[src/rtl/pwa_pkg.sv]
package pwa_pkg;

   localparam int DATA_W    = 32;
   localparam int GAIN_W    = 32;
   localparam int LIMIT_W   = 31;
   localparam int STEP_W    = 24;
   localparam int INTEG_W   = 48;
   localparam int SUM_W     = 58;
   localparam int CSR_IDX_W = 3;
   localparam int CS_W      = 2;

   localparam int P_SHIFT     = 16;
   localparam int I_SHIFT     = 24;
   localparam int DRIVE_SHIFT = 8;

   localparam logic [CSR_IDX_W-1:0] CSR_PROP_GAIN   = 3'd0;
   localparam logic [CSR_IDX_W-1:0] CSR_INTEG_GAIN  = 3'd1;
   localparam logic [CSR_IDX_W-1:0] CSR_DERIV_GAIN  = 3'd2;
   localparam logic [CSR_IDX_W-1:0] CSR_DRIVE_LIMIT = 3'd3;
   localparam logic [CSR_IDX_W-1:0] CSR_STEP_TIME   = 3'd4;

   localparam logic [GAIN_W-1:0]  PROP_GAIN_RST   = 32'd26843546;
   localparam logic [GAIN_W-1:0]  INTEG_GAIN_RST  = 32'd2516582;
   localparam logic [GAIN_W-1:0]  DERIV_GAIN_RST  = 32'd1677722;
   localparam logic [LIMIT_W-1:0] DRIVE_LIMIT_RST = 31'd360448;
   localparam logic [STEP_W-1:0]  STEP_TIME_RST   = 24'd167772;

   localparam logic OP_COMPUTE = 1'b0;
   localparam logic OP_CLEAR   = 1'b1;

   localparam logic [DATA_W-1:0] DATA_MAX = {1'b0, {(DATA_W-1){1'b1}}};
   localparam logic [DATA_W-1:0] DATA_MIN = {1'b1, {(DATA_W-1){1'b0}}};

   typedef enum logic [CS_W-1:0] {
      CLAMP_NONE = 2'd0,
      CLAMP_HIGH = 2'd1,
      CLAMP_LOW  = 2'd2
   } clamp_type;

endpackage

[src/rtl/pwa_ser_mul.sv]
module pwa_ser_mul #(
   parameter int A_W = 32,
   parameter int B_W = 32
) (
   input  logic               clock,
   input  logic               reset,
   input  logic               start,
   input  logic [A_W-1:0]     a_in,
   input  logic [B_W-1:0]     b_in,
   output logic [A_W+B_W-1:0] product,
   output logic               done
);

   localparam int CNT_W = $clog2(B_W);

   logic [A_W:0]     hi_ff, hi_in;
   logic [B_W-1:0]   lo_ff, lo_in;
   logic [CNT_W-1:0] cnt_ff, cnt_in;
   logic             busy_ff, busy_in;
   logic             done_ff, done_in;

   logic             last_bit;
   logic [A_W+1:0]   a_ext;
   logic [A_W+1:0]   addend;
   logic [A_W+1:0]   sum;

   // signed shift-add, one multiplier bit per cycle, sign bit weighs negative
   always_comb begin
      last_bit = (cnt_ff == CNT_W'(B_W - 1));
      a_ext    = {{2{a_in[A_W-1]}}, a_in};
      if (!lo_ff[0]) begin
         addend = '0;
      end else if (last_bit) begin
         addend = -a_ext;
      end else begin
         addend = a_ext;
      end
      sum = {hi_ff[A_W], hi_ff} + addend;

      hi_in   = hi_ff;
      lo_in   = lo_ff;
      cnt_in  = cnt_ff;
      busy_in = busy_ff;
      done_in = done_ff;
      if (start) begin
         hi_in   = '0;
         lo_in   = b_in;
         cnt_in  = '0;
         busy_in = 1'b1;
         done_in = 1'b0;
      end else if (busy_ff) begin
         hi_in  = sum[A_W+1:1];
         lo_in  = {sum[0], lo_ff[B_W-1:1]};
         cnt_in = cnt_ff + CNT_W'(1);
         if (last_bit) begin
            busy_in = 1'b0;
            done_in = 1'b1;
         end
      end
   end

   always_ff @(posedge clock) begin
      hi_ff <= hi_in;
      lo_ff <= lo_in;
      if (reset) begin
         cnt_ff  <= '0;
         busy_ff <= 1'b0;
         done_ff <= 1'b0;
      end else begin
         cnt_ff  <= cnt_in;
         busy_ff <= busy_in;
         done_ff <= done_in;
      end
   end

   assign product = {hi_ff[A_W-1:0], lo_ff};
   assign done    = done_ff;

endmodule

[src/rtl/pwa_ser_div.sv]
module pwa_ser_div import pwa_pkg::*; (
   input  logic              clock,
   input  logic              reset,
   input  logic              start,
   input  logic [DATA_W-1:0] dividend,
   input  logic [STEP_W-1:0] divisor,
   output logic [DATA_W-1:0] quot,
   output logic              ovf,
   output logic              done
);

   localparam int DIV_STEPS = DATA_W + STEP_W;
   localparam int CNT_W     = $clog2(DIV_STEPS);

   logic [DATA_W-1:0] num_ff, num_in;
   logic [STEP_W-1:0] rem_ff, rem_in;
   logic [DATA_W-1:0] quot_ff, quot_in;
   logic              ovf_ff, ovf_in;
   logic [CNT_W-1:0]  cnt_ff, cnt_in;
   logic              busy_ff, busy_in;
   logic              done_ff, done_in;

   logic [STEP_W:0]   trial;
   logic [STEP_W:0]   trial_sub;
   logic              ge;

   // restoring division of dividend * 2^STEP_W, one quotient bit per cycle
   always_comb begin
      trial     = {rem_ff, num_ff[DATA_W-1]};
      trial_sub = trial - {1'b0, divisor};
      ge        = (trial >= {1'b0, divisor});

      num_in  = num_ff;
      rem_in  = rem_ff;
      quot_in = quot_ff;
      ovf_in  = ovf_ff;
      cnt_in  = cnt_ff;
      busy_in = busy_ff;
      done_in = done_ff;
      if (start) begin
         num_in  = dividend;
         rem_in  = '0;
         quot_in = '0;
         ovf_in  = 1'b0;
         cnt_in  = '0;
         busy_in = 1'b1;
         done_in = 1'b0;
      end else if (busy_ff) begin
         num_in  = {num_ff[DATA_W-2:0], 1'b0};
         rem_in  = ge ? trial_sub[STEP_W-1:0] : trial[STEP_W-1:0];
         quot_in = {quot_ff[DATA_W-2:0], ge};
         ovf_in  = ovf_ff | quot_ff[DATA_W-1];
         cnt_in  = cnt_ff + CNT_W'(1);
         if (cnt_ff == CNT_W'(DIV_STEPS - 1)) begin
            busy_in = 1'b0;
            done_in = 1'b1;
         end
      end
   end

   always_ff @(posedge clock) begin
      num_ff  <= num_in;
      rem_ff  <= rem_in;
      quot_ff <= quot_in;
      ovf_ff  <= ovf_in;
      if (reset) begin
         cnt_ff  <= '0;
         busy_ff <= 1'b0;
         done_ff <= 1'b0;
      end else begin
         cnt_ff  <= cnt_in;
         busy_ff <= busy_in;
         done_ff <= done_in;
      end
   end

   assign quot = quot_ff;
   assign ovf  = ovf_ff;
   assign done = done_ff;

endmodule

[src/rtl/pid_with_antiwindup.sv]
// channel | direction | tdata / data          | tuser / index
// req     | in        | error_in [31:0]       | operation [0]
// rsp     | out       | drive [31:0]          | clamp_state [1:0]
// csr     | in        | register value [31:0] | register index [2:0]
//
// from acceptance to rsp_tvalid, a compute transaction runs the 56-step serial
// divider for the derivative followed by the 32-step serial multiplier for the
// derivative term
// a clear transaction is handled in the idle state and gives no response
// reset is synchronous; it loads the register defaults and zeroes the kept state
// a stalled response holds its register; the next request is taken meanwhile

module pid_with_antiwindup import pwa_pkg::*; (
   input  logic                 clock,
   input  logic                 reset,

   input  logic                 req_tvalid,
   output logic                 req_tready,
   input  logic [DATA_W-1:0]    req_tdata,   // error_in
   input  logic [0:0]           req_tuser,   // operation

   output logic                 rsp_tvalid,
   input  logic                 rsp_tready,
   output logic [DATA_W-1:0]    rsp_tdata,   // drive
   output logic [CS_W-1:0]      rsp_tuser,   // clamp_state

   input  logic                 csr_valid,
   output logic                 csr_ready,
   input  logic [CSR_IDX_W-1:0] csr_index,
   input  logic [DATA_W-1:0]    csr_data
);

   localparam int PI_W  = DATA_W + STEP_W + 1;
   localparam int INC_W = PI_W - P_SHIFT;
   localparam int PP_W  = GAIN_W + DATA_W;
   localparam int PT_W  = PP_W - P_SHIFT;
   localparam int IP_W  = GAIN_W + INTEG_W;
   localparam int IT_W  = IP_W - I_SHIFT;

   typedef enum logic [9:0] {
      S_IDLE     = 10'b0000000001,
      S_LOAD     = 10'b0000000010,
      S_WAIT_INT = 10'b0000000100,
      S_INTEG    = 10'b0000001000,
      S_WAIT_DIV = 10'b0000010000,
      S_DERIV    = 10'b0000100000,
      S_WAIT_MUL = 10'b0001000000,
      S_SUM_A    = 10'b0010000000,
      S_SUM_B    = 10'b0100000000,
      S_CLAMP    = 10'b1000000000
   } state_type;

   state_type           state_ff, state_in;

   logic [GAIN_W-1:0]   kp_ff, kp_in;
   logic [GAIN_W-1:0]   ki_ff, ki_in;
   logic [GAIN_W-1:0]   kd_ff, kd_in;
   logic [LIMIT_W-1:0]  limit_ff, limit_in;
   logic [STEP_W-1:0]   step_ff, step_in;

   logic [DATA_W-1:0]   err_ff, err_in;
   logic [DATA_W-1:0]   last_err_ff, last_err_in;
   logic [INTEG_W-1:0]  integ_ff, integ_in;
   logic [INTEG_W-1:0]  integ_old_ff, integ_old_in;
   logic                diff_neg_ff, diff_neg_in;
   logic                diff_zero_ff, diff_zero_in;
   logic [SUM_W-1:0]    sum_ff, sum_in;

   logic                rsp_valid_ff, rsp_valid_in;
   logic [DATA_W-1:0]   rsp_drive_ff, rsp_drive_in;
   logic [CS_W-1:0]     rsp_clamp_ff, rsp_clamp_in;

   logic [DATA_W:0]     diff;
   logic [DATA_W-1:0]   diff_mag;
   logic [INC_W-1:0]    inc;
   logic [INTEG_W:0]    integ_sum;
   logic [INTEG_W-1:0]  integ_next;
   logic                deriv_sat;
   logic [DATA_W-1:0]   deriv_val;
   logic [SUM_W-1:0]    lim_pos;
   logic [SUM_W-1:0]    lim_neg;
   logic [DATA_W-1:0]   drive_hi;

   logic                start_a;
   logic                start_i;
   logic                start_d;

   logic [PI_W-1:0]     prod_int;
   logic [PP_W-1:0]     prod_p;
   logic [IP_W-1:0]     prod_i;
   logic [PP_W-1:0]     prod_d;
   logic                int_done, p_done, i_done, d_done;
   logic [DATA_W-1:0]   div_quot;
   logic                div_ovf, div_done;

   logic [PT_W-1:0]     p_term;
   logic [IT_W-1:0]     i_term;
   logic [PT_W-1:0]     d_term;

   assign start_a = (state_ff == S_LOAD);
   assign start_i = (state_ff == S_INTEG);
   assign start_d = (state_ff == S_DERIV);

   pwa_ser_mul #(.A_W(DATA_W), .B_W(STEP_W + 1)) u_mul_int (
      .clock   (clock),
      .reset   (reset),
      .start   (start_a),
      .a_in    (err_ff),
      .b_in    ({1'b0, step_ff}),
      .product (prod_int),
      .done    (int_done)
   );

   pwa_ser_mul #(.A_W(GAIN_W), .B_W(DATA_W)) u_mul_p (
      .clock   (clock),
      .reset   (reset),
      .start   (start_a),
      .a_in    (kp_ff),
      .b_in    (err_ff),
      .product (prod_p),
      .done    (p_done)
   );

   pwa_ser_mul #(.A_W(GAIN_W), .B_W(INTEG_W)) u_mul_i (
      .clock   (clock),
      .reset   (reset),
      .start   (start_i),
      .a_in    (ki_ff),
      .b_in    (integ_next),
      .product (prod_i),
      .done    (i_done)
   );

   pwa_ser_mul #(.A_W(GAIN_W), .B_W(DATA_W)) u_mul_d (
      .clock   (clock),
      .reset   (reset),
      .start   (start_d),
      .a_in    (kd_ff),
      .b_in    (deriv_val),
      .product (prod_d),
      .done    (d_done)
   );

   pwa_ser_div u_div (
      .clock    (clock),
      .reset    (reset),
      .start    (start_a),
      .dividend (diff_mag),
      .divisor  (step_ff),
      .quot     (div_quot),
      .ovf      (div_ovf),
      .done     (div_done)
   );

   always_comb begin
      diff     = {err_ff[DATA_W-1], err_ff} - {last_err_ff[DATA_W-1], last_err_ff};
      diff_mag = diff[DATA_W] ? DATA_W'(-diff) : diff[DATA_W-1:0];

      inc       = prod_int[PI_W-1:P_SHIFT];
      integ_sum = {integ_ff[INTEG_W-1], integ_ff}
                + {{(INTEG_W + 1 - INC_W){inc[INC_W-1]}}, inc};
      if (integ_sum[INTEG_W] != integ_sum[INTEG_W-1]) begin
         integ_next = {integ_sum[INTEG_W], {(INTEG_W-1){~integ_sum[INTEG_W]}}};
      end else begin
         integ_next = integ_sum[INTEG_W-1:0];
      end

      deriv_sat = div_ovf | div_quot[DATA_W-1];
      if (diff_zero_ff) begin
         deriv_val = '0;
      end else if (!diff_neg_ff) begin
         deriv_val = deriv_sat ? DATA_MAX : div_quot;
      end else begin
         deriv_val = deriv_sat ? DATA_MIN : -div_quot;
      end

      p_term = prod_p[PP_W-1:P_SHIFT];
      i_term = prod_i[IP_W-1:I_SHIFT];
      d_term = prod_d[PP_W-1:P_SHIFT];

      lim_pos  = {{(SUM_W - LIMIT_W - DRIVE_SHIFT){1'b0}}, limit_ff, {DRIVE_SHIFT{1'b0}}};
      lim_neg  = -lim_pos;
      drive_hi = {1'b0, limit_ff};
   end

   always_comb begin
      state_in     = state_ff;
      kp_in        = kp_ff;
      ki_in        = ki_ff;
      kd_in        = kd_ff;
      limit_in     = limit_ff;
      step_in      = step_ff;
      err_in       = err_ff;
      last_err_in  = last_err_ff;
      integ_in     = integ_ff;
      integ_old_in = integ_old_ff;
      diff_neg_in  = diff_neg_ff;
      diff_zero_in = diff_zero_ff;
      sum_in       = sum_ff;
      rsp_valid_in = rsp_valid_ff & ~rsp_tready;
      rsp_drive_in = rsp_drive_ff;
      rsp_clamp_in = rsp_clamp_ff;

      if (csr_valid) begin
         case (csr_index)
            CSR_PROP_GAIN:   kp_in    = csr_data;
            CSR_INTEG_GAIN:  ki_in    = csr_data;
            CSR_DERIV_GAIN:  kd_in    = csr_data;
            CSR_DRIVE_LIMIT: limit_in = csr_data[LIMIT_W-1:0];
            CSR_STEP_TIME:   step_in  = csr_data[STEP_W-1:0];
            default: begin
            end
         endcase
      end

      case (state_ff)
         S_IDLE: begin
            if (req_tvalid) begin
               if (req_tuser[0] == OP_CLEAR) begin
                  last_err_in = '0;
                  integ_in    = '0;
               end else begin
                  err_in   = req_tdata;
                  state_in = S_LOAD;
               end
            end
         end
         S_LOAD: begin
            diff_neg_in  = diff[DATA_W];
            diff_zero_in = (diff == '0);
            last_err_in  = err_ff;
            state_in     = S_WAIT_INT;
         end
         S_WAIT_INT: begin
            if (int_done) begin
               state_in = S_INTEG;
            end
         end
         S_INTEG: begin
            integ_old_in = integ_ff;
            integ_in     = integ_next;
            state_in     = S_WAIT_DIV;
         end
         S_WAIT_DIV: begin
            if (div_done) begin
               state_in = S_DERIV;
            end
         end
         S_DERIV: begin
            state_in = S_WAIT_MUL;
         end
         S_WAIT_MUL: begin
            if (p_done && i_done && d_done) begin
               state_in = S_SUM_A;
            end
         end
         S_SUM_A: begin
            sum_in   = {{(SUM_W - PT_W){p_term[PT_W-1]}}, p_term}
                     + {{(SUM_W - PT_W){d_term[PT_W-1]}}, d_term};
            state_in = S_SUM_B;
         end
         S_SUM_B: begin
            sum_in   = sum_ff + {{(SUM_W - IT_W){i_term[IT_W-1]}}, i_term};
            state_in = S_CLAMP;
         end
         S_CLAMP: begin
            if (!rsp_valid_ff || rsp_tready) begin
               rsp_valid_in = 1'b1;
               if ($signed(sum_ff) > $signed(lim_pos)) begin
                  rsp_drive_in = drive_hi;
                  rsp_clamp_in = CLAMP_HIGH;
                  integ_in     = integ_old_ff;
               end else if ($signed(sum_ff) < $signed(lim_neg)) begin
                  rsp_drive_in = -drive_hi;
                  rsp_clamp_in = CLAMP_LOW;
                  integ_in     = integ_old_ff;
               end else begin
                  rsp_drive_in = sum_ff[DATA_W+DRIVE_SHIFT-1:DRIVE_SHIFT];
                  rsp_clamp_in = CLAMP_NONE;
               end
               state_in = S_IDLE;
            end
         end
         default: begin
            state_in = S_IDLE;
         end
      endcase
   end

   always_ff @(posedge clock) begin
      err_ff       <= err_in;
      integ_old_ff <= integ_old_in;
      diff_neg_ff  <= diff_neg_in;
      diff_zero_ff <= diff_zero_in;
      sum_ff       <= sum_in;
      rsp_drive_ff <= rsp_drive_in;
      rsp_clamp_ff <= rsp_clamp_in;
      if (reset) begin
         state_ff     <= S_IDLE;
         kp_ff        <= PROP_GAIN_RST;
         ki_ff        <= INTEG_GAIN_RST;
         kd_ff        <= DERIV_GAIN_RST;
         limit_ff     <= DRIVE_LIMIT_RST;
         step_ff      <= STEP_TIME_RST;
         last_err_ff  <= '0;
         integ_ff     <= '0;
         rsp_valid_ff <= 1'b0;
      end else begin
         state_ff     <= state_in;
         kp_ff        <= kp_in;
         ki_ff        <= ki_in;
         kd_ff        <= kd_in;
         limit_ff     <= limit_in;
         step_ff      <= step_in;
         last_err_ff  <= last_err_in;
         integ_ff     <= integ_in;
         rsp_valid_ff <= rsp_valid_in;
      end
   end

   assign req_tready = (state_ff == S_IDLE);
   assign rsp_tvalid = rsp_valid_ff;
   assign rsp_tdata  = rsp_drive_ff;
   assign rsp_tuser  = rsp_clamp_ff;
   assign csr_ready  = 1'b1;

endmodule

[config.mk]
export PLATFORM = sky130hd
export DESIGN_NAME = pid_with_antiwindup
export DESIGN_NICKNAME = d
export VERILOG_FILES = /design/src/rtl/pwa_pkg.sv /design/src/rtl/pwa_ser_mul.sv /design/src/rtl/pwa_ser_div.sv /design/src/rtl/pid_with_antiwindup.sv
export SDC_FILE = /design/constraint.sdc
export NUM_CORES = 2
export LEC_CHECK = 0
export ABC_CLOCK_PERIOD_IN_PS = 8500
export BUFFER_PORTS_ARGS = -buffer_cell sky130_fd_sc_hd__buf_2
export CORE_MARGIN = 2
export CORE_UTILIZATION = 53
export DETAILED_ROUTE_END_ITERATION = 8
export PLACE_DENSITY_LB_ADDON = 0.05
export SLEW_MARGIN = 20
export SYNTH_ARGS = -nofsm -noshare
export SYNTH_HDL_FRONTEND = slang
export SYNTH_SLANG_ARGS = --single-unit
[constraint.sdc]
create_clock -name clock -period 8.5 [get_ports clock]
set_input_delay 1.7 -clock clock [delete_from_list [all_inputs] [get_ports clock]]
set_output_delay 1.7 -clock clock [all_outputs]
set_load 0.02 [all_outputs]
==> results.toml <==
[power]
power.leakage_nw = 24.9
ir_drop_v = 0.000182
finalPower_w = 0.0141
power.density_nw_per_um2 = 232

[sta]
worstMarginPinSlew_ns = 1.15
max_freq_mhz = 145
whs_ns = 0.453
final.min_clock_period_ns = 6.89
finClkSkew_ns = 0.0277
setup_ws_ns = 1.61
setup_viol = 0
post-route-period-util = 0.811
drv_slew = 0
rsz0062_at_grt = "no"
finalHoldViolCount = 0
fin_tns_setup_ns = 0
slew-limit-headroom = 0.233

[synthesis]
ys_async_sr_fraction = 0
ys_seq_elements = 811
synth_cells = 6627
synth_area_um2 = 56000
synth_top_area_cell = "edfxtp_1"
ys_types = 113
synth_edf_count = 342
ys.flop_type = "dfxtp_1"
synth_area_per_cell_um2 = 8.45
syn_nets = 7145
yosysSeqAreaShare = 0.351
yosysWarnings = 0
synth.area.top_cells = "edfxtp_1 (18%), dfxtp_1 (17%), ha_1 (9.7%)"
synth_top_area_frac = 0.183

[cts]
h-tree-depth = 3
clk-insertion-delay-late_ns = 0.69
holdBufCountCts = 0
cts_setup_buffers = 0
cts_num_sinks = 811
cts_tree = "done"
numCtsBuffers = 95
clk_pin_slew_ns = 0.06
clockBufferDepth = 3
cts_resized = 0
cts_root_buf = "clkbuf_16"

[flow_run]
drv_cap = 0

[critical_path]
cp_cell_sequence = "or3_1, or4_4, nor2_4, nand3_1, nand3b_1, or3_4, or3_1, nor2_1, ha_1, a2111oi_0, o221ai_1, o211a_1, o311a_1, nor4_1, o41ai_1, mux2_4, nand4_2, o211ai_2, nor2_4, buf_4, a211oi_1"
crit_required_ns = 9.02
crit_path_start_kind = "flip-flop"
crit_type = "flip-flop to flip-flop"
worst-path-max-fanout = 31
arrival_ns = 7.41
cpPeakStageDelay_ns = 0.52
slowest_stage = "or3_1"
worst_setup_path_end_kind = "flip-flop"

[floorplan]
num_rows = 119
chipHeight_um = 329
die_area_um2 = 108000
ios = 110
die_w_um = 329
core_um2 = 105000
initial_utilization = 0.533

[detailed_routing]
drcViolationCount = 0
vias_per_cell = 5.97
wirelength_um = 167000
routedWlPerCell_um = 20.7
ant_nets = 0
detail_route.first_pass.iterations = 5
drt_iter0_drc = 3423
vias = 48200

[grt]
grt_overflow = 0
grt_max_degree = 165
antenna_found_initial = 0
grt_first_pass_wirelength_um = 257000
grt_usage = 0.300
grt_pass1_vias = 45000

[finish]
area_growth_pct = 8.84
drive_gt1_frac = 0.0637
nNetsFinal = 7113
post-route-util = 0.581
n_fill_cell = 9721

[worst_hold_path]
min_path_type = "flip-flop to flip-flop"

[outcome]
status = "finished, final reports clean"

[place]
numPortBuffers = 108
place_ws_ns = 1.72
place_congestion = 0.944
dp_hpwl_um = 125000
## flip-flops by register name (all words and copies together) (netlist names), 33 cells and up
signal and flops:
sum_ff 58, u_mul_p.hi_ff 33, u_mul_i.hi_ff 33, u_mul_d.hi_ff 33
u_mul_i.lo_ff 48, u_mul_int.hi_ff 33, integ_ff 48, integ_old_ff 48
## kinds of logic after synthesis
family          after synthesis  share of synthesized area
simple gates               2357                      0.198
compound gates             1846                      0.208
flops                       811                      0.351
buf+inv                     515                     0.0360
xor+xnor                    474                     0.0743
fa+ha+maj                   463                      0.104
mux                         160                     0.0289
other cells                   1                  0.0000670
## synthesized netlist by cell type, drive strengths merged (11+ instances only)
| cell | n |
|---|---|
| nand2 | 939 |
| a21oi | 596 |
| nor2 | 573 |
| dfxtp | 469 |
| ha | 436 |
| o21ai | 417 |
| edfxtp | 342 |
| xnor2 | 311 |
| clkbuf | 244 |
| inv | 221 |
| a21o | 174 |
| xor2 | 163 |
| mux2i | 153 |
| and2 | 143 |
| nor3 | 118 |
| a211oi | 116 |
| nand3 | 99 |
| o31ai | 76 |
| nand2b | 69 |
| o21a | 65 |
| a31oi | 63 |
| nand4 | 63 |
| or3 | 62 |
| nand3b | 56 |
| o21bai | 54 |
| nor2b | 48 |
| buf | 47 |
| and3 | 42 |
| nor4 | 39 |
| o211ai | 34 |
| o41ai | 30 |
| a22oi | 27 |
| or4 | 26 |
| or2 | 22 |
| a221oi | 20 |
| a2111oi | 18 |
| maj3 | 18 |
| a21boi | 13 |
| a41oi | 13 |
| nor3b | 13 |
| a22o | 12 |
| o31a | 12 |
| a211o | 11 |
| a31o | 11 |
## worst paths after layout
| check | start | end | depth (start not counted) | slack (ns) |
|---|---|---|---|---|
| hold reg to reg | last_err_ff[8] | last_err_ff[8] | 2 | 0.45 |
| setup / recovery | limit_ff[0] | integ_ff[36] | 21 | 1.61 |
| hold / removal | last_err_ff[8] | last_err_ff[8] | 2 | 0.45 |
| setup reg to reg | limit_ff[0] | integ_ff[36] | 21 | 1.61 |
## stage by stage
step	cell area, µm²	instances
after global routing	60900	8068
after CTS	60900	8068
final	60900	8069
after detailed placement	57600	7889
after floorplan	56000	6627
after global placement	57600	7888
## placed cells by master (no fill, tap or decap), types with 18 or more instances in the layout
cell / n
and3_1: 40
buf_2: 107
a21oi_1: 594
o21bai_1: 54
xnor2_1: 310
or4_1: 25
clkinv_2: 18
nor2b_1: 47
o21ai_0: 395
and2_1: 142
mux2i_1: 153
a21o_1: 172
a221oi_1: 18
xor2_1: 163
ha_1: 436
a211oi_1: 115
a31oi_1: 62
edfxtp_1: 342
nor4_1: 35
inv_1: 220
or2_2: 22
a22oi_1: 27
o21ai_1: 20
buf_4: 52
nand2b_1: 69
o41ai_1: 29
nand4_1: 62
dfxtp_1: 465
nor2_1: 566
clkbuf_16: 100
o21a_1: 64
nand3_1: 96
o31ai_1: 75
maj3_1: 18
nor3_1: 115
nand3b_1: 56
nand2_1: 937
o211ai_1: 33
or3_1: 61
## worst max-delay path, delay by kind of cell, from the launching register on
kind                       cells  cell delay, ns
muxes                          1            0.39
adders and majority gates      1            0.28
AOI/OAI and AO/OA              7            1.79
DFF                            1            0.35
buffers and inverters          1            0.41
and+or+nand+nor               11            3.45
## layer usage
layer | vias to the layer above | track usage | part of all wire
met2 | 1074 | 0.509 | 0.48
met5 | - | 0 | 0
met3 | 307 | 0.0307 | 0.040
li1 | 23900 | - | -
met4 | 0 | 0.146 | 0.053
met1 | 22900 | 0.382 | 0.43
## final cells by class
cell class | count | area (µm²) | area share
inverter | 224 | 842 | 0.0138
antenna | 1 | 2.50 | 0.0000411
clock buffer | 126 | 2690 | 0.0441
tap | 1391 | 1740 | 0.0286
timing repair buffer | 162 | 980 | 0.0161
sequential | 811 | 19700 | 0.323
multi-input combinational | 5301 | 34400 | 0.565
clock inverter | 53 | 614 | 0.0101
## power by group
group / internal [W] / switching [W]
combinational: 0.00189 / 0.00294
sequential: 0.00454 / 0.000440
clock: 0.00257 / 0.00177
total: 0.00899 / 0.00515
No activity file was read; power rests on OpenSTA's default activity.
